`src/hdl/run_prediction_sample_decoder_unit_macros.svh`:
```
// assertion macros for the run prediction sample decoder
`ifndef RUN_PREDICTION_SAMPLE_DECODER_UNIT_MACROS_SVH
`define RUN_PREDICTION_SAMPLE_DECODER_UNIT_MACROS_SVH
`ifndef SYNTHESIS
// condition and consequence in the same cycle
`define RPSD_ASSERT_NOW(lbl, ante, cons, msg) \
    lbl: assert property (@(posedge clk) disable iff (!rst_n) (ante) |-> (cons)) \
        else $error(msg);
// consequence in the cycle after the condition
`define RPSD_ASSERT_NEXT(lbl, ante, cons, msg) \
    lbl: assert property (@(posedge clk) disable iff (!rst_n) (ante) |=> (cons)) \
        else $error(msg);
`else
`define RPSD_ASSERT_NOW(lbl, ante, cons, msg)
`define RPSD_ASSERT_NEXT(lbl, ante, cons, msg)
`endif
`endif

```
`src/hdl/rpsd_pkg.sv`:
```
// shared types, constants and functions of the run prediction sample decoder
`default_nettype none
package rpsd_pkg;

    localparam int RUN_FIELD_BITS = 5;
    localparam int RUN_LEN_W      = RUN_FIELD_BITS + 1;
    localparam int SAMPLE_W       = 16;
    localparam int COUNT_W        = 32;
    localparam int BYTE_BITS      = 8;
    localparam int BIT_CNT_W      = $clog2(BYTE_BITS + 1);
    localparam int TAG_BITS       = 2;
    localparam int FILL_W         = $clog2(SAMPLE_W);
    localparam int HDR_IDX_W      = 2;

    localparam logic [SAMPLE_W-1:0] SAT_MAX = 16'h7FFF;
    localparam logic [SAMPLE_W-1:0] SAT_MIN = 16'h8000;

    localparam logic [TAG_BITS-1:0] TAG_SYNC     = 2'd0;
    localparam logic [TAG_BITS-1:0] TAG_PREDICT  = 2'd1;
    localparam logic [TAG_BITS-1:0] TAG_RAW      = 2'd2;
    localparam logic [TAG_BITS-1:0] TAG_VELOCITY = 2'd3;

    typedef enum logic [1:0] {
        KIND_SAMPLE   = 2'd0,
        KIND_FINISHED = 2'd1,
        KIND_ERROR    = 2'd2
    } kind_t;

    typedef enum logic [2:0] {
        ERR_NONE      = 3'd0,
        ERR_CAPACITY  = 3'd1,
        ERR_NO_SYNC   = 3'd2,
        ERR_RUN_PAST  = 3'd3,
        ERR_TRUNCATED = 3'd4
    } err_t;

    typedef enum logic [3:0] {
        PH_HEADER   = 4'd0,
        PH_TAG      = 4'd1,
        PH_SYNC_POS = 4'd2,
        PH_SYNC_VEL = 4'd3,
        PH_VEL      = 4'd4,
        PH_RUNLEN   = 4'd5,
        PH_CORR     = 4'd6,
        PH_RAW      = 4'd7,
        PH_DRAIN    = 4'd8
    } phase_t;

    typedef enum logic [2:0] {
        S_IDLE   = 3'd0,
        S_HDRCHK = 3'd1,
        S_BITS   = 3'd2,
        S_RUN    = 3'd3,
        S_CORR   = 3'd4,
        S_FIN    = 3'd5,
        S_END    = 3'd6,
        S_FLUSH  = 3'd7
    } st_t;

    typedef struct packed {
        kind_t                kind;
        logic [SAMPLE_W-1:0]  sample;
        logic [COUNT_W-1:0]   produced;
        err_t                 error_code;
    } res_t;

    typedef struct packed {
        logic push;
        logic flush;
    } rbuf_ctl_t;

    typedef struct packed {
        logic can_push;
        logic can_flush;
        logic pend_valid;
    } rbuf_sts_t;

    typedef struct packed {
        logic load;
        logic shift;
    } bsrc_ctl_t;

    typedef struct packed {
        logic bit_val;
        logic last;
        logic empty;
    } bsrc_sts_t;

    function automatic logic [SAMPLE_W-1:0] unzig16(input logic [SAMPLE_W-1:0] u);
        return (u >> 1) ^ {SAMPLE_W{u[0]}};
    endfunction

    function automatic logic [SAMPLE_W-1:0] sat_add16(input logic [SAMPLE_W-1:0] a,
                                                      input logic [SAMPLE_W-1:0] b);
        logic [SAMPLE_W:0] s;
        s = {a[SAMPLE_W-1], a} + {b[SAMPLE_W-1], b};
        if (s[SAMPLE_W] != s[SAMPLE_W-1])
        begin
            return s[SAMPLE_W] ? SAT_MIN : SAT_MAX;
        end
        return s[SAMPLE_W-1:0];
    endfunction

endpackage
`default_nettype wire

```
`src/hdl/rpsd_bit_source.sv`:
```
// byte shift register that hands out one bit per cycle while shift is asserted, lsb first
`default_nettype none
module rpsd_bit_source (
    input  wire logic                  clk,
    input  wire logic                  rst_n,
    input  wire rpsd_pkg::bsrc_ctl_t   ctl,
    input  wire logic [7:0]            load_byte,
    output rpsd_pkg::bsrc_sts_t        sts
);

    logic [rpsd_pkg::BYTE_BITS-1:0] byte_reg, byte_next;
    logic [rpsd_pkg::BIT_CNT_W-1:0] cnt_reg, cnt_next;

    always_comb
    begin
        byte_next = byte_reg;
        cnt_next  = cnt_reg;
        if (ctl.load)
        begin
            byte_next = load_byte;
            cnt_next  = '0;
        end
        else if (ctl.shift)
        begin
            byte_next = byte_reg >> 1;
            cnt_next  = cnt_reg + rpsd_pkg::BIT_CNT_W'(1);
        end
    end

    always_ff @(posedge clk or negedge rst_n)
    begin
        if (!rst_n)
        begin
            cnt_reg <= rpsd_pkg::BIT_CNT_W'(rpsd_pkg::BYTE_BITS);
        end
        else
        begin
            cnt_reg <= cnt_next;
        end
    end

    always_ff @(posedge clk)
    begin
        byte_reg <= byte_next;
    end

    assign sts.bit_val = byte_reg[0];
    assign sts.last    = (cnt_reg == rpsd_pkg::BIT_CNT_W'(rpsd_pkg::BYTE_BITS - 1));
    assign sts.empty   = (cnt_reg == rpsd_pkg::BIT_CNT_W'(rpsd_pkg::BYTE_BITS));

endmodule
`default_nettype wire

```
`src/hdl/rpsd_result_buffer.sv`:
```
// holding slot plus output register, marks the last word of each byte
`default_nettype none
`include "run_prediction_sample_decoder_unit_macros.svh"
module rpsd_result_buffer (
    input  wire logic                  clk,
    input  wire logic                  rst_n,
    input  wire rpsd_pkg::rbuf_ctl_t   ctl,
    input  wire rpsd_pkg::res_t        push_data,
    output rpsd_pkg::rbuf_sts_t        sts,
    output logic                       out_valid,
    input  wire logic                  out_ready,
    output logic [1:0]                 kind,
    output logic signed [15:0]         sample,
    output logic [31:0]                produced,
    output logic [2:0]                 error_code,
    output logic                       final_res
);

    logic           pend_valid_reg, pend_valid_next;
    logic           out_valid_reg, out_valid_next;
    rpsd_pkg::res_t pend_res_reg, pend_res_next;
    rpsd_pkg::res_t out_res_reg, out_res_next;
    logic           out_final_reg, out_final_next;
    logic           can_move;
    logic           move;

    assign can_move = !out_valid_reg || out_ready;
    assign move     = pend_valid_reg && (ctl.push || ctl.flush);

    always_comb
    begin
        out_valid_next  = out_valid_reg && !out_ready;
        out_res_next    = out_res_reg;
        out_final_next  = out_final_reg;
        pend_valid_next = pend_valid_reg;
        pend_res_next   = pend_res_reg;
        if (move)
        begin
            // a word pushed behind the held one means the held one is not last
            out_valid_next = 1'b1;
            out_res_next   = pend_res_reg;
            out_final_next = !ctl.push;
        end
        if (ctl.push)
        begin
            pend_valid_next = 1'b1;
            pend_res_next   = push_data;
        end
        else if (ctl.flush)
        begin
            pend_valid_next = 1'b0;
        end
    end

    always_ff @(posedge clk or negedge rst_n)
    begin
        if (!rst_n)
        begin
            pend_valid_reg <= 1'b0;
            out_valid_reg  <= 1'b0;
        end
        else
        begin
            pend_valid_reg <= pend_valid_next;
            out_valid_reg  <= out_valid_next;
        end
    end

    always_ff @(posedge clk)
    begin
        pend_res_reg  <= pend_res_next;
        out_res_reg   <= out_res_next;
        out_final_reg <= out_final_next;
    end

    assign sts.can_push   = !pend_valid_reg || can_move;
    assign sts.can_flush  = can_move;
    assign sts.pend_valid = pend_valid_reg;

    assign out_valid  = out_valid_reg;
    assign kind       = out_res_reg.kind;
    assign sample     = $signed(out_res_reg.sample);
    assign produced   = out_res_reg.produced;
    assign error_code = out_res_reg.error_code;
    assign final_res  = out_final_reg;

    `RPSD_ASSERT_NOW(a_push_room, ctl.push && pend_valid_reg, can_move, "push with no room")
    `RPSD_ASSERT_NOW(a_push_flush_excl, ctl.push, !ctl.flush, "push and flush together")
    `RPSD_ASSERT_NEXT(a_flush_empties, ctl.flush && can_move, !pend_valid_reg,
                      "flush left a held word")

endmodule
`default_nettype wire

```
`src/hdl/run_prediction_sample_decoder_unit.sv`:
```
// top level of the run prediction sample decoder: control sequencer and bit datapath
`default_nettype none
`include "run_prediction_sample_decoder_unit_macros.svh"
// Decodes a packet of compressed bytes into signed 16-bit samples. A packet opens
// with a 4-byte little-endian sample count, followed by an lsb-first bit stream of
// tagged tokens (sync, velocity, predict run, raw run). Each output word carries a
// kind (sample, finished, error), the sample, the running sample count, an error
// code and a flag on the last word caused by the input byte. Bytes are taken one
// at a time: from accept to the next ready a header byte passes the end and flush
// states, the fourth one the count check before them, a stream byte a shift step
// for each bit before them, as the byte shift register feeds the field shifter one
// bit per cycle. A predict run adds a run step for each predicted sample and a
// correction step. A finished word after a sync or raw sample takes a step of its
// own and drops the byte's remaining bits, as does a bit stream error. Steps stall
// while slot and output register are full and out_ready is low. The input side is
// ready again while the last word of a byte still sits in the output register.
module run_prediction_sample_decoder_unit (
    input  wire logic          clk,
    input  wire logic          rst_n,
    // configuration: max_samples
    input  wire logic          cfg_wen,
    input  wire logic [31:0]   cfg_wdata,
    // input words
    input  wire logic          in_valid,
    output logic               in_ready,
    input  wire logic [7:0]    data_byte,
    input  wire logic          end_of_input,
    // output words
    output logic               out_valid,
    input  wire logic          out_ready,
    output logic [1:0]         kind,
    output logic signed [15:0] sample,
    output logic [31:0]        produced,
    output logic [2:0]         error_code,
    output logic               final_res
);

    localparam int SW = rpsd_pkg::SAMPLE_W;
    localparam int CW = rpsd_pkg::COUNT_W;
    localparam int RW = rpsd_pkg::RUN_LEN_W;
    localparam int FW = rpsd_pkg::FILL_W;
    localparam int RB = rpsd_pkg::RUN_FIELD_BITS;
    localparam int TB = rpsd_pkg::TAG_BITS;
    localparam int HW = rpsd_pkg::HDR_IDX_W;

    // sequencer and decoding state
    rpsd_pkg::st_t          st_reg, st_next;
    rpsd_pkg::phase_t       phase_reg, phase_next;
    logic [HW-1:0]          hdr_idx_reg, hdr_idx_next;
    logic [CW-1:0]          target_reg, target_next;
    logic [CW-1:0]          done_reg, done_next;
    logic [SW-1:0]          fbuf_reg, fbuf_next;
    logic [FW-1:0]          fill_reg, fill_next;
    logic [SW-1:0]          pos_reg, pos_next;
    logic [SW-1:0]          vel_reg, vel_next;
    logic                   synced_reg, synced_next;
    logic [RW-1:0]          run_reg, run_next;
    logic [TB-1:0]          ptag_reg, ptag_next;
    logic [SW-1:0]          corr_reg, corr_next;
    logic                   eoi_reg, eoi_next;
    logic [CW-1:0]          max_reg;

    // sub-module links
    rpsd_pkg::bsrc_ctl_t    bs_ctl;
    rpsd_pkg::bsrc_sts_t    bs_sts;
    rpsd_pkg::rbuf_ctl_t    rb_ctl;
    rpsd_pkg::rbuf_sts_t    rb_sts;
    rpsd_pkg::res_t         push_res;

    // decode terms
    logic                   accept;
    logic                   adv;
    logic [SW-1:0]          fshift;
    logic [FW-1:0]          need_m1;
    logic                   fdone;
    logic [TB-1:0]          tagv;
    logic [RW-1:0]          run_len_v;
    logic [SW-1:0]          zz;
    logic [CW-1:0]          done_inc;
    logic                   match_inc;
    logic                   run_over;
    logic [SW-1:0]          sat_pv;
    logic [SW-1:0]          sat_pc;

    rpsd_bit_source u_bits (
        .clk       (clk),
        .rst_n     (rst_n),
        .ctl       (bs_ctl),
        .load_byte (data_byte),
        .sts       (bs_sts)
    );

    rpsd_result_buffer u_rbuf (
        .clk        (clk),
        .rst_n      (rst_n),
        .ctl        (rb_ctl),
        .push_data  (push_res),
        .sts        (rb_sts),
        .out_valid  (out_valid),
        .out_ready  (out_ready),
        .kind       (kind),
        .sample     (sample),
        .produced   (produced),
        .error_code (error_code),
        .final_res  (final_res)
    );

    assign in_ready = (st_reg == rpsd_pkg::S_IDLE);
    assign accept   = in_valid && in_ready;
    // every working step may emit a word, so it waits for room
    assign adv      = rb_sts.can_push;

    // field shifter terms: bits enter at the top, a full field ends up in the top bits
    always_comb
    begin
        fshift = {bs_sts.bit_val, fbuf_reg[SW-1:1]};
        unique case (phase_reg)
            rpsd_pkg::PH_TAG:    need_m1 = FW'(TB - 1);
            rpsd_pkg::PH_RUNLEN: need_m1 = FW'(RB - 1);
            default:             need_m1 = FW'(SW - 1);
        endcase
        fdone     = (fill_reg == need_m1);
        tagv      = fshift[SW-1 -: TB];
        run_len_v = {1'b0, fshift[SW-1 -: RB]} + RW'(1);
        zz        = rpsd_pkg::unzig16(fshift);
        done_inc  = done_reg + CW'(1);
        match_inc = (done_inc == target_reg);
        run_over  = (({1'b0, done_reg} + (CW+1)'(run_len_v)) > {1'b0, target_reg});
        sat_pv    = rpsd_pkg::sat_add16(pos_reg, vel_reg);
        sat_pc    = rpsd_pkg::sat_add16(pos_reg, corr_reg);
    end

    // next state
    always_comb
    begin
        st_next = st_reg;
        unique case (st_reg)
            rpsd_pkg::S_IDLE:
            begin
                if (accept)
                begin
                    priority if (phase_reg == rpsd_pkg::PH_HEADER)
                        st_next = (hdr_idx_reg == HW'(3)) ? rpsd_pkg::S_HDRCHK
                                                           : rpsd_pkg::S_END;
                    else if (phase_reg == rpsd_pkg::PH_DRAIN)
                        st_next = rpsd_pkg::S_END;
                    else
                        st_next = rpsd_pkg::S_BITS;
                end
            end
            rpsd_pkg::S_HDRCHK:
            begin
                if (adv)
                    st_next = rpsd_pkg::S_END;
            end
            rpsd_pkg::S_BITS:
            begin
                if (adv)
                begin
                    st_next = bs_sts.last ? rpsd_pkg::S_END : rpsd_pkg::S_BITS;
                    if (fdone)
                    begin
                        unique case (phase_reg)
                            rpsd_pkg::PH_TAG:
                                if (tagv != rpsd_pkg::TAG_SYNC && !synced_reg)
                                    st_next = rpsd_pkg::S_END;
                            rpsd_pkg::PH_SYNC_VEL, rpsd_pkg::PH_RAW:
                                if (match_inc)
                                    st_next = rpsd_pkg::S_FIN;
                            rpsd_pkg::PH_RUNLEN:
                                if (run_over)
                                    st_next = rpsd_pkg::S_END;
                            rpsd_pkg::PH_CORR:
                                st_next = rpsd_pkg::S_RUN;
                            default:
                                st_next = st_next;
                        endcase
                    end
                end
            end
            rpsd_pkg::S_RUN:
            begin
                if (adv && run_reg == RW'(1))
                    st_next = rpsd_pkg::S_CORR;
            end
            rpsd_pkg::S_CORR:
            begin
                if (adv)
                begin
                    priority if (done_reg == target_reg || bs_sts.empty)
                        st_next = rpsd_pkg::S_END;
                    else
                        st_next = rpsd_pkg::S_BITS;
                end
            end
            rpsd_pkg::S_FIN:
            begin
                if (adv)
                    st_next = rpsd_pkg::S_END;
            end
            rpsd_pkg::S_END:
            begin
                if (adv)
                    st_next = rpsd_pkg::S_FLUSH;
            end
            rpsd_pkg::S_FLUSH:
            begin
                if (!rb_sts.pend_valid || rb_sts.can_flush)
                    st_next = rpsd_pkg::S_IDLE;
            end
            default:
                st_next = rpsd_pkg::S_IDLE;
        endcase
    end

    // datapath and control outputs
    always_comb
    begin
        phase_next   = phase_reg;
        hdr_idx_next = hdr_idx_reg;
        target_next  = target_reg;
        done_next    = done_reg;
        fbuf_next    = fbuf_reg;
        fill_next    = fill_reg;
        pos_next     = pos_reg;
        vel_next     = vel_reg;
        synced_next  = synced_reg;
        run_next     = run_reg;
        ptag_next    = ptag_reg;
        corr_next    = corr_reg;
        eoi_next     = eoi_reg;
        bs_ctl       = '0;
        rb_ctl       = '0;
        push_res.kind       = rpsd_pkg::KIND_SAMPLE;
        push_res.sample     = '0;
        push_res.produced   = done_reg;
        push_res.error_code = rpsd_pkg::ERR_NONE;

        unique case (st_reg)
            rpsd_pkg::S_IDLE:
            begin
                if (accept)
                begin
                    bs_ctl.load = 1'b1;
                    eoi_next    = end_of_input;
                    if (phase_reg == rpsd_pkg::PH_HEADER)
                    begin
                        // count arrives low byte first
                        target_next  = {data_byte, target_reg[CW-1:8]};
                        hdr_idx_next = hdr_idx_reg + HW'(1);
                    end
                end
            end
            rpsd_pkg::S_HDRCHK:
            begin
                if (adv)
                begin
                    priority if (target_reg > max_reg)
                    begin
                        rb_ctl.push         = 1'b1;
                        push_res.kind       = rpsd_pkg::KIND_ERROR;
                        push_res.error_code = rpsd_pkg::ERR_CAPACITY;
                        phase_next          = rpsd_pkg::PH_DRAIN;
                    end
                    else if (target_reg == '0)
                    begin
                        rb_ctl.push   = 1'b1;
                        push_res.kind = rpsd_pkg::KIND_FINISHED;
                        phase_next    = rpsd_pkg::PH_DRAIN;
                    end
                    else
                    begin
                        phase_next = rpsd_pkg::PH_TAG;
                    end
                end
            end
            rpsd_pkg::S_BITS:
            begin
                if (adv)
                begin
                    bs_ctl.shift = 1'b1;
                    fbuf_next    = fshift;
                    fill_next    = fill_reg + FW'(1);
                    if (fdone)
                    begin
                        fbuf_next = '0;
                        fill_next = '0;
                        unique case (phase_reg)
                            rpsd_pkg::PH_TAG:
                            begin
                                priority if (tagv == rpsd_pkg::TAG_SYNC)
                                    phase_next = rpsd_pkg::PH_SYNC_POS;
                                else if (!synced_reg)
                                begin
                                    rb_ctl.push         = 1'b1;
                                    push_res.kind       = rpsd_pkg::KIND_ERROR;
                                    push_res.error_code = rpsd_pkg::ERR_NO_SYNC;
                                    phase_next          = rpsd_pkg::PH_DRAIN;
                                end
                                else if (tagv == rpsd_pkg::TAG_VELOCITY)
                                    phase_next = rpsd_pkg::PH_VEL;
                                else
                                begin
                                    ptag_next  = tagv;
                                    phase_next = rpsd_pkg::PH_RUNLEN;
                                end
                            end
                            rpsd_pkg::PH_SYNC_POS:
                            begin
                                pos_next   = zz;
                                phase_next = rpsd_pkg::PH_SYNC_VEL;
                            end
                            rpsd_pkg::PH_SYNC_VEL:
                            begin
                                vel_next          = zz;
                                synced_next       = 1'b1;
                                done_next         = done_inc;
                                rb_ctl.push       = 1'b1;
                                push_res.sample   = pos_reg;
                                push_res.produced = done_inc;
                                // on a count match the finished step drains
                                if (!match_inc)
                                    phase_next = rpsd_pkg::PH_TAG;
                            end
                            rpsd_pkg::PH_VEL:
                            begin
                                vel_next   = zz;
                                phase_next = rpsd_pkg::PH_TAG;
                            end
                            rpsd_pkg::PH_RUNLEN:
                            begin
                                run_next = run_len_v;
                                priority if (run_over)
                                begin
                                    rb_ctl.push         = 1'b1;
                                    push_res.kind       = rpsd_pkg::KIND_ERROR;
                                    push_res.error_code = rpsd_pkg::ERR_RUN_PAST;
                                    phase_next          = rpsd_pkg::PH_DRAIN;
                                end
                                else if (ptag_reg == rpsd_pkg::TAG_PREDICT)
                                    phase_next = rpsd_pkg::PH_CORR;
                                else
                                    phase_next = rpsd_pkg::PH_RAW;
                            end
                            rpsd_pkg::PH_CORR:
                            begin
                                corr_next = zz;
                            end
                            rpsd_pkg::PH_RAW:
                            begin
                                pos_next          = zz;
                                done_next         = done_inc;
                                run_next          = run_reg - RW'(1);
                                rb_ctl.push       = 1'b1;
                                push_res.sample   = zz;
                                push_res.produced = done_inc;
                                if (!match_inc && run_reg == RW'(1))
                                    phase_next = rpsd_pkg::PH_TAG;
                            end
                            default:
                                phase_next = phase_reg;
                        endcase
                    end
                end
            end
            rpsd_pkg::S_RUN:
            begin
                // one predicted sample per cycle while there is room for the word
                if (adv)
                begin
                    pos_next          = sat_pv;
                    done_next         = done_inc;
                    run_next          = run_reg - RW'(1);
                    rb_ctl.push       = 1'b1;
                    push_res.sample   = sat_pv;
                    push_res.produced = done_inc;
                end
            end
            rpsd_pkg::S_CORR:
            begin
                if (adv)
                begin
                    pos_next = sat_pc;
                    run_next = '0;
                    priority if (done_reg == target_reg)
                    begin
                        rb_ctl.push   = 1'b1;
                        push_res.kind = rpsd_pkg::KIND_FINISHED;
                        phase_next    = rpsd_pkg::PH_DRAIN;
                    end
                    else
                    begin
                        phase_next = rpsd_pkg::PH_TAG;
                    end
                end
            end
            rpsd_pkg::S_FIN:
            begin
                if (adv)
                begin
                    rb_ctl.push   = 1'b1;
                    push_res.kind = rpsd_pkg::KIND_FINISHED;
                    phase_next    = rpsd_pkg::PH_DRAIN;
                end
            end
            rpsd_pkg::S_END:
            begin
                if (adv && eoi_reg)
                begin
                    // packet ended before a finished or error word
                    if (phase_reg != rpsd_pkg::PH_DRAIN)
                    begin
                        rb_ctl.push         = 1'b1;
                        push_res.kind       = rpsd_pkg::KIND_ERROR;
                        push_res.error_code = rpsd_pkg::ERR_TRUNCATED;
                    end
                    // fresh packet state
                    phase_next   = rpsd_pkg::PH_HEADER;
                    hdr_idx_next = '0;
                    target_next  = '0;
                    done_next    = '0;
                    fbuf_next    = '0;
                    fill_next    = '0;
                    pos_next     = '0;
                    vel_next     = '0;
                    synced_next  = 1'b0;
                    run_next     = '0;
                    ptag_next    = '0;
                end
            end
            rpsd_pkg::S_FLUSH:
            begin
                // held word is the last of this byte
                rb_ctl.flush = rb_sts.pend_valid && rb_sts.can_flush;
            end
            default:
                rb_ctl = '0;
        endcase
    end

    always_ff @(posedge clk or negedge rst_n)
    begin
        if (!rst_n)
        begin
            st_reg      <= rpsd_pkg::S_IDLE;
            phase_reg   <= rpsd_pkg::PH_HEADER;
            hdr_idx_reg <= '0;
            target_reg  <= '0;
            done_reg    <= '0;
            fbuf_reg    <= '0;
            fill_reg    <= '0;
            pos_reg     <= '0;
            vel_reg     <= '0;
            synced_reg  <= 1'b0;
            run_reg     <= '0;
            ptag_reg    <= '0;
            eoi_reg     <= 1'b0;
            max_reg     <= '1;
        end
        else
        begin
            st_reg      <= st_next;
            phase_reg   <= phase_next;
            hdr_idx_reg <= hdr_idx_next;
            target_reg  <= target_next;
            done_reg    <= done_next;
            fbuf_reg    <= fbuf_next;
            fill_reg    <= fill_next;
            pos_reg     <= pos_next;
            vel_reg     <= vel_next;
            synced_reg  <= synced_next;
            run_reg     <= run_next;
            ptag_reg    <= ptag_next;
            eoi_reg     <= eoi_next;
            if (cfg_wen)
                max_reg <= cfg_wdata;
        end
    end

    // correction is payload, loaded before use
    always_ff @(posedge clk)
    begin
        corr_reg <= corr_next;
    end

    `RPSD_ASSERT_NOW(a_ready_no_held, in_ready, !rb_sts.pend_valid,
                     "ready with a held word")
    `RPSD_ASSERT_NOW(a_run_nonzero, st_reg == rpsd_pkg::S_RUN, run_reg != '0,
                     "predict run with zero length")
    `RPSD_ASSERT_NOW(a_done_bound, phase_reg != rpsd_pkg::PH_HEADER, done_reg <= target_reg,
                     "sample count past target")
    `RPSD_ASSERT_NEXT(a_accept_busy, accept, !in_ready, "ready right after accept")

endmodule
`default_nettype wire

```
`config.mk`:
```
export PLATFORM = sky130hd
export DESIGN_NAME = run_prediction_sample_decoder_unit
export DESIGN_NICKNAME = d
export VERILOG_FILES = /design/src/hdl/rpsd_pkg.sv /design/src/hdl/rpsd_bit_source.sv /design/src/hdl/rpsd_result_buffer.sv /design/src/hdl/run_prediction_sample_decoder_unit.sv
export VERILOG_INCLUDE_DIRS = /design/src /design/src/hdl
export SDC_FILE = /design/constraint.sdc
export NUM_CORES = 1
export LEC_CHECK = 0
export BUFFER_PORTS_ARGS = -buffer_cell sky130_fd_sc_hd__buf_2
export CORE_MARGIN = 5
export CORE_UTILIZATION = 55
export CTS_CLUSTER_SIZE = 30
export DETAILED_ROUTE_END_ITERATION = 16
export HOLD_SLACK_MARGIN = 0.02
export PLACE_DENSITY = 0.74
export SLEW_MARGIN = 20
export SYNTH_ARGS = -nofsm -noshare
export SYNTH_HDL_FRONTEND = slang
export SYNTH_HIERARCHICAL = 1
export SYNTH_SLANG_ARGS = --single-unit
```
`constraint.sdc`:
```
create_clock -name clk -period 8.8 [get_ports clk]
set_input_delay 0.88 -clock clk [delete_from_list [all_inputs] [get_ports clk]]
set_output_delay 0.88 -clock clk [all_outputs]
set_load 0.05 [all_outputs]
```
==> Word level (Yosys, flattened, before mapping) <==
Index checks and enable logic that the tools add are counted.
{ "word_totals": {"reg_bits": 304, "wordCells": 286, "in_bits": 46, "out_inout_bits": 56} }
{ "classes": {"add_sub_neg": 9, "n_eq_ne": 52, "bitwise": 1, "reduce_logical": 47, "mux": 147, "magnitude_cmp": 2} }
{ "op_table": {"columns": ["cell", "n"], "rows": [
  ["$mux 16", 17],
  ["$mux 32", 7],
  ["$pmux 48 s2", 2],
  ["$mux 53", 2],
  ["$pmux 32 s3", 1],
  ["$mux 4", 18],
  ["$eq 32x32->1", 2],
  ["$pmux 16 s2", 2],
  ["$pmux 16 s4", 1],
  ["$pmux 32 s2", 1],
  ["$mux 3", 18],
  ["$mux 48", 1],
  ["$mux 2", 19],
  ["$add 16x16->17", 2],
  ["$mux 1", 34],
  ["$add 32x6->33", 1],
  ["$gt 33x32->1", 1],
  ["$add 32x1->32 const B", 1],
  ["$gt 32x32->1", 1],
  ["$logic_not 32->1", 1],
  ["$ne 2x2->1 const B", 16],
  ["$mux 6", 5],
  ["$pmux 4 s6", 1],
  ["$pmux 6 s4", 1],
  ["other kinds (54)", 103]
]} }

==> Longest topological paths before layout <==
{ "logic_depth": {"depth_word": 11, "ltp_mapped": 26, "depth_no_buf": 25} }

==> Cells and area by module <==
Netlist, hierarchy kept.
{ "by_module_without_submodules": {"columns": ["module", "n_inst", "area_per_inst_um2", "cells_per_inst", "seq_area_each_um2"], "rows": [
  ["run_prediction_sample_decoder_unit", 1, 14601.5, 1763, 4674.5],
  ["rpsd_result_buffer", 1, 3324.4, 118, 3263.1],
  ["rpsd_bit_source", 1, 580.6, 42, 341.6]
]} }

==> Worst setup path before layout <==
OpenSTA, ideal clock, no wires.
{ "synth_timing": {"path_kind": "register -> register", "from": "reg fbuf_reg[12]", "to": "reg u_rbuf.out_res_reg (netlist bit u_rbuf/error_code[0]) (enable)", "t_required_ps": 8384, "n_path_buf": 1, "setup_ps": 416, "path_stages_with_launch": 25, "synth_period_minus_slack_ps": 7186, "arrival_time_ps": 6770, "slack_ps": 1614, "path_cell_list": "dfrtp_1 ha_1 inv_1 fa_1 nor2b_1 o21ai_0 a21boi_0 o21ai_0 nand2b_1 and3_1 and3_1 clkbuf_1 nand4_1 xnor2_1 ha_1 nand2_1 o21ai_0 a21o_1 a21o_1 a21oi_1 o211ai_1 a41oi_1 a31oi_1 o21a_1 o21a_1"} }
{ "synth_lines": {"columns": ["element", "line", "text"], "rows": [
  ["start, declared", "run_prediction_sample_decoder_unit.sv:52", "logic [SW-1:0] fbuf_reg, fbuf_next;"],
  ["start signal, assigned", "run_prediction_sample_decoder_unit.sv:467", "fbuf_reg <= fbuf_next;"],
  ["end signal, assigned", "rpsd_result_buffer.sv:72", "out_res_reg <= out_res_next;"],
  ["end, declared", "rpsd_result_buffer.sv:22", "rpsd_pkg::res_t out_res_reg, out_res_next;"]
]} }

==> impl_metrics.yaml <==
run_status:
  status: "finished, final reports clean"
sta:
  finClkSkew_ns: 0.0134
  finalCritPeriodShare: 0.783
  slew_headroom: 0.261
  rsz0062_at_grt: "no"
  setup_violations: 0
  finalHoldViolCount: 0
  fmax_mhz: 145
  max_slew.worst_pin.slew_ns: 1.11
  slew_viol_final: 0
  holdWs_ns: 0.280
  fin_crit_ns: 6.89
  setup_slack_ns: 1.91
  tns_ns: 0
layout:
  post-route-util: 0.611
  fin_cells: 2440
  drive_above_1_share: 0.132
  largest_reg_flops: 53
  fin_nets: 2125
  antenna_cells: 0
  area_delta_synth_final_pct: 10.2
floorplan:
  die_area_mm2: 0.0374
  initial_core_util: 0.555
  die_h_um: 193
  die_width_um: 193
  placementRows: 67
  core_area_mm2: 0.0334
  boundaryPins: 102
critical_path:
  startpoint_type: "register"
  rr_worst_depth: 25
  end_kind: "register"
  cpPeakStageDelay_ns: 0.55
  path_common_cell: "o21ai_0"
  path_buf_inv: 3
  cp.arrival_ns: 7.04
  cp_top_family: "compound AO/OA/AOI/OAI gates"
  cp_slowest_cell: "buf_4"
  critPathKind: "register to register"
  required_ns: 8.95
  path_max_fanout: 55
  cp.depth: 25
cts:
  cts_buffer_depth: 3
  insertion_delay_ns: 0.52
  cts.sinks: 303
  cts_resized: 0
  cts_tree: "done"
  post-cts-setup-buffer-count: 0
  cts_hold_buffers: 0
  root_buffer: "clkbuf_16"
  numCtsBuffers: 34
  cts_max_level: 2
  clk_pin_slew_worst_paths_ns: 0.06
routing:
  vias_per_cell: 6.26
  post-route-drc-count: 0
  drt_iter0_markers: 1682
  routed_wl_um: 52700
  vias: 15300
  drt-pass1-iter-count: 6
  drtAntennaViolNets: 0
  wl_per_cell_um: 21.6
global_route:
  grt.total_usage: 0.273
  grt_max_degree: 67
  antenna_found_initial: 1
  grt_overflow_total: 0
  grt_pass1_wl_um: 82400
  grt_pass1_vias: 14500
yosys:
  synth-seq-cells: 303
  syn_nets: 2082
  synth_flop_cell: "dfrtp_1"
  synth.most_common_cell: "nand2_1"
  synthTopCellsByCount: "nand2_1 (199), o21ai_0 (146), dfrtp_1 (139)"
  yosys_warnings: 6
  synth.top_cell.area_share: 0.213
  seq_area_frac_synth: 0.447
  async_reset_ff_frac: 0.568
  yosys.area.top_type: "edfxtp_1"
  synth.distinct_cells: 87
  synth_cells: 1923
  yosys-top-cells-area: "edfxtp_1 (21%), dfrtp_1 (19%), ha_1 (7.4%)"
  synth-edff-count: 131
  postSynthAreaPerCell_um2: 9.62
  syn_area_mm2: 0.0185
power_and_ir_drop:
  pwr-share-comb: 0.458
  pwr-share-clk: 0.197
  p_leak_uw: 0.00888
  p_seq_frac: 0.345
  ir_worst_vdd_mv: 0.224
  switching_power_uw: 3290
  power_density_mw_per_mm2: 358
  sw_frac_of_total: 0.450
  internal-power_uw: 4020
flow_run:
  max-cap-violations: 0
placement:
  place_congestion: 0.989
  place_inst: 2378
  dp_hpwl_um: 38400
  pre_cts_slack_ns: 1.97
  portBuffers: 101
worst_hold_path:
  hold_path.class: "input pin to async pin"
## area by class of cell
| cell class | instances | area, µm² |
|---|---|---|
| fillers | 2876 | 13000 |
| clock inverters | 13 | 151 |
| flip-flops and latches | 303 | 8280 |
| repair buffers | 120 | 654 |
| multi-input cells | 1391 | 9340 |
| inverters | 116 | 435 |
| well taps | 448 | 561 |
| clock buffers | 49 | 971 |
## cell families after synthesis
logic type / synth area share
xor+xnor: 0.0690
compound gates: 0.191
buf+inv: 0.0506
flops: 0.447
simple gates: 0.153
fa+ha+maj: 0.0776
mux: 0.0116
## through the flow
stage / instance area, µm² / power, µW
2_1_floorplan: 18500 / 4870
3_3_place_gp: 19300 / 5760
3_5_place_dp: 19300 / 5840
4_1_cts: 20400 / 7290
5_1_grt: 20400 / 7720
6_report: 20400 / 7310
## per-layer routing
metal	up-vias	part of all wire	global-route usage
met5	-	0.00013	0
met4	2	0.026	0.0810
met3	91	0.097	0.0576
met2	710	0.43	0.404
met1	7402	0.45	0.407
li1	7067	-	-
## layout by cell type (no fill, tap or decap), drive strengths merged, types with 33 or more instances in the layout
cell / Yosys / final
buf: 36 / 120
o21ai: 149 / 149
nand2: 199 / 199
dfrtp: 139 / 139
clkbuf: 77 / 49
xnor2: 91 / 91
dfstp: 33 / 33
nand4: 40 / 40
ha: 110 / 110
inv: 116 / 117
a21oi: 128 / 128
nor3: 34 / 34
edfxtp: 131 / 131
a22o: 66 / 66
nand3: 45 / 45
nor2: 127 / 127
xor2: 54 / 54
## final timing paths
kind	startpoint	to	slack, ns
hold / removal	rst_n	target_reg[17]$_DFFE_PN0P_	0.28
hold reg to reg	u_rbuf/pend_res_reg[34]$_DFFE_PP_	u_rbuf/produced[31]$_DFFE_PP_	0.41
min in group clk	u_rbuf/pend_res_reg[34]$_DFFE_PP_	u_rbuf/produced[31]$_DFFE_PP_	0.41
setup reg to reg	fbuf_reg[12]$_DFFE_PN0P_	u_rbuf/sample[0]$_DFFE_PP_	1.91
max in group asynchronous	rst_n	run_reg[1]$_DFFE_PN0P_	7.25
setup / recovery	fbuf_reg[12]$_DFFE_PN0P_	u_rbuf/sample[0]$_DFFE_PP_	1.91
## worst register-to-register path, stage by stage (launching register included)
cell and delay, ns:
dfrtp_1 0.45, ha_1 0.38, inv_1 0.07, fa_1 0.43
nor2b_1 0.12, o21ai_0 0.12, a21boi_0 0.31, o21ai_0 0.13
nand2b_1 0.12, and3_1 0.25, and3_1 0.33, nand4_1 0.15
xnor2_1 0.17, ha_1 0.31, nand2_1 0.07, o21ai_0 0.16
a21o_1 0.14, a21o_1 0.11, a21oi_1 0.06, o211ai_1 0.40
a41oi_1 0.30, a31oi_1 0.27, o21a_2 0.15, buf_4 0.53
o21a_2 0.39, buf_4 0.56
## power groups by stage
| stage | Combinational (µW) | Clock [µW] | Sequential (µW) |
|---|---|---|---|
| floorplan | 2030 | 0 | 2840 |
| global placement | 3240 | 0 | 2510 |
| detailed placement | 3300 | 0 | 2540 |
| CTS | 3310 | 1460 | 2510 |
| global route | 3620 | 1530 | 2570 |
| finish | 3350 | 1440 | 2520 |
Power figures use the tool's default switching activity.
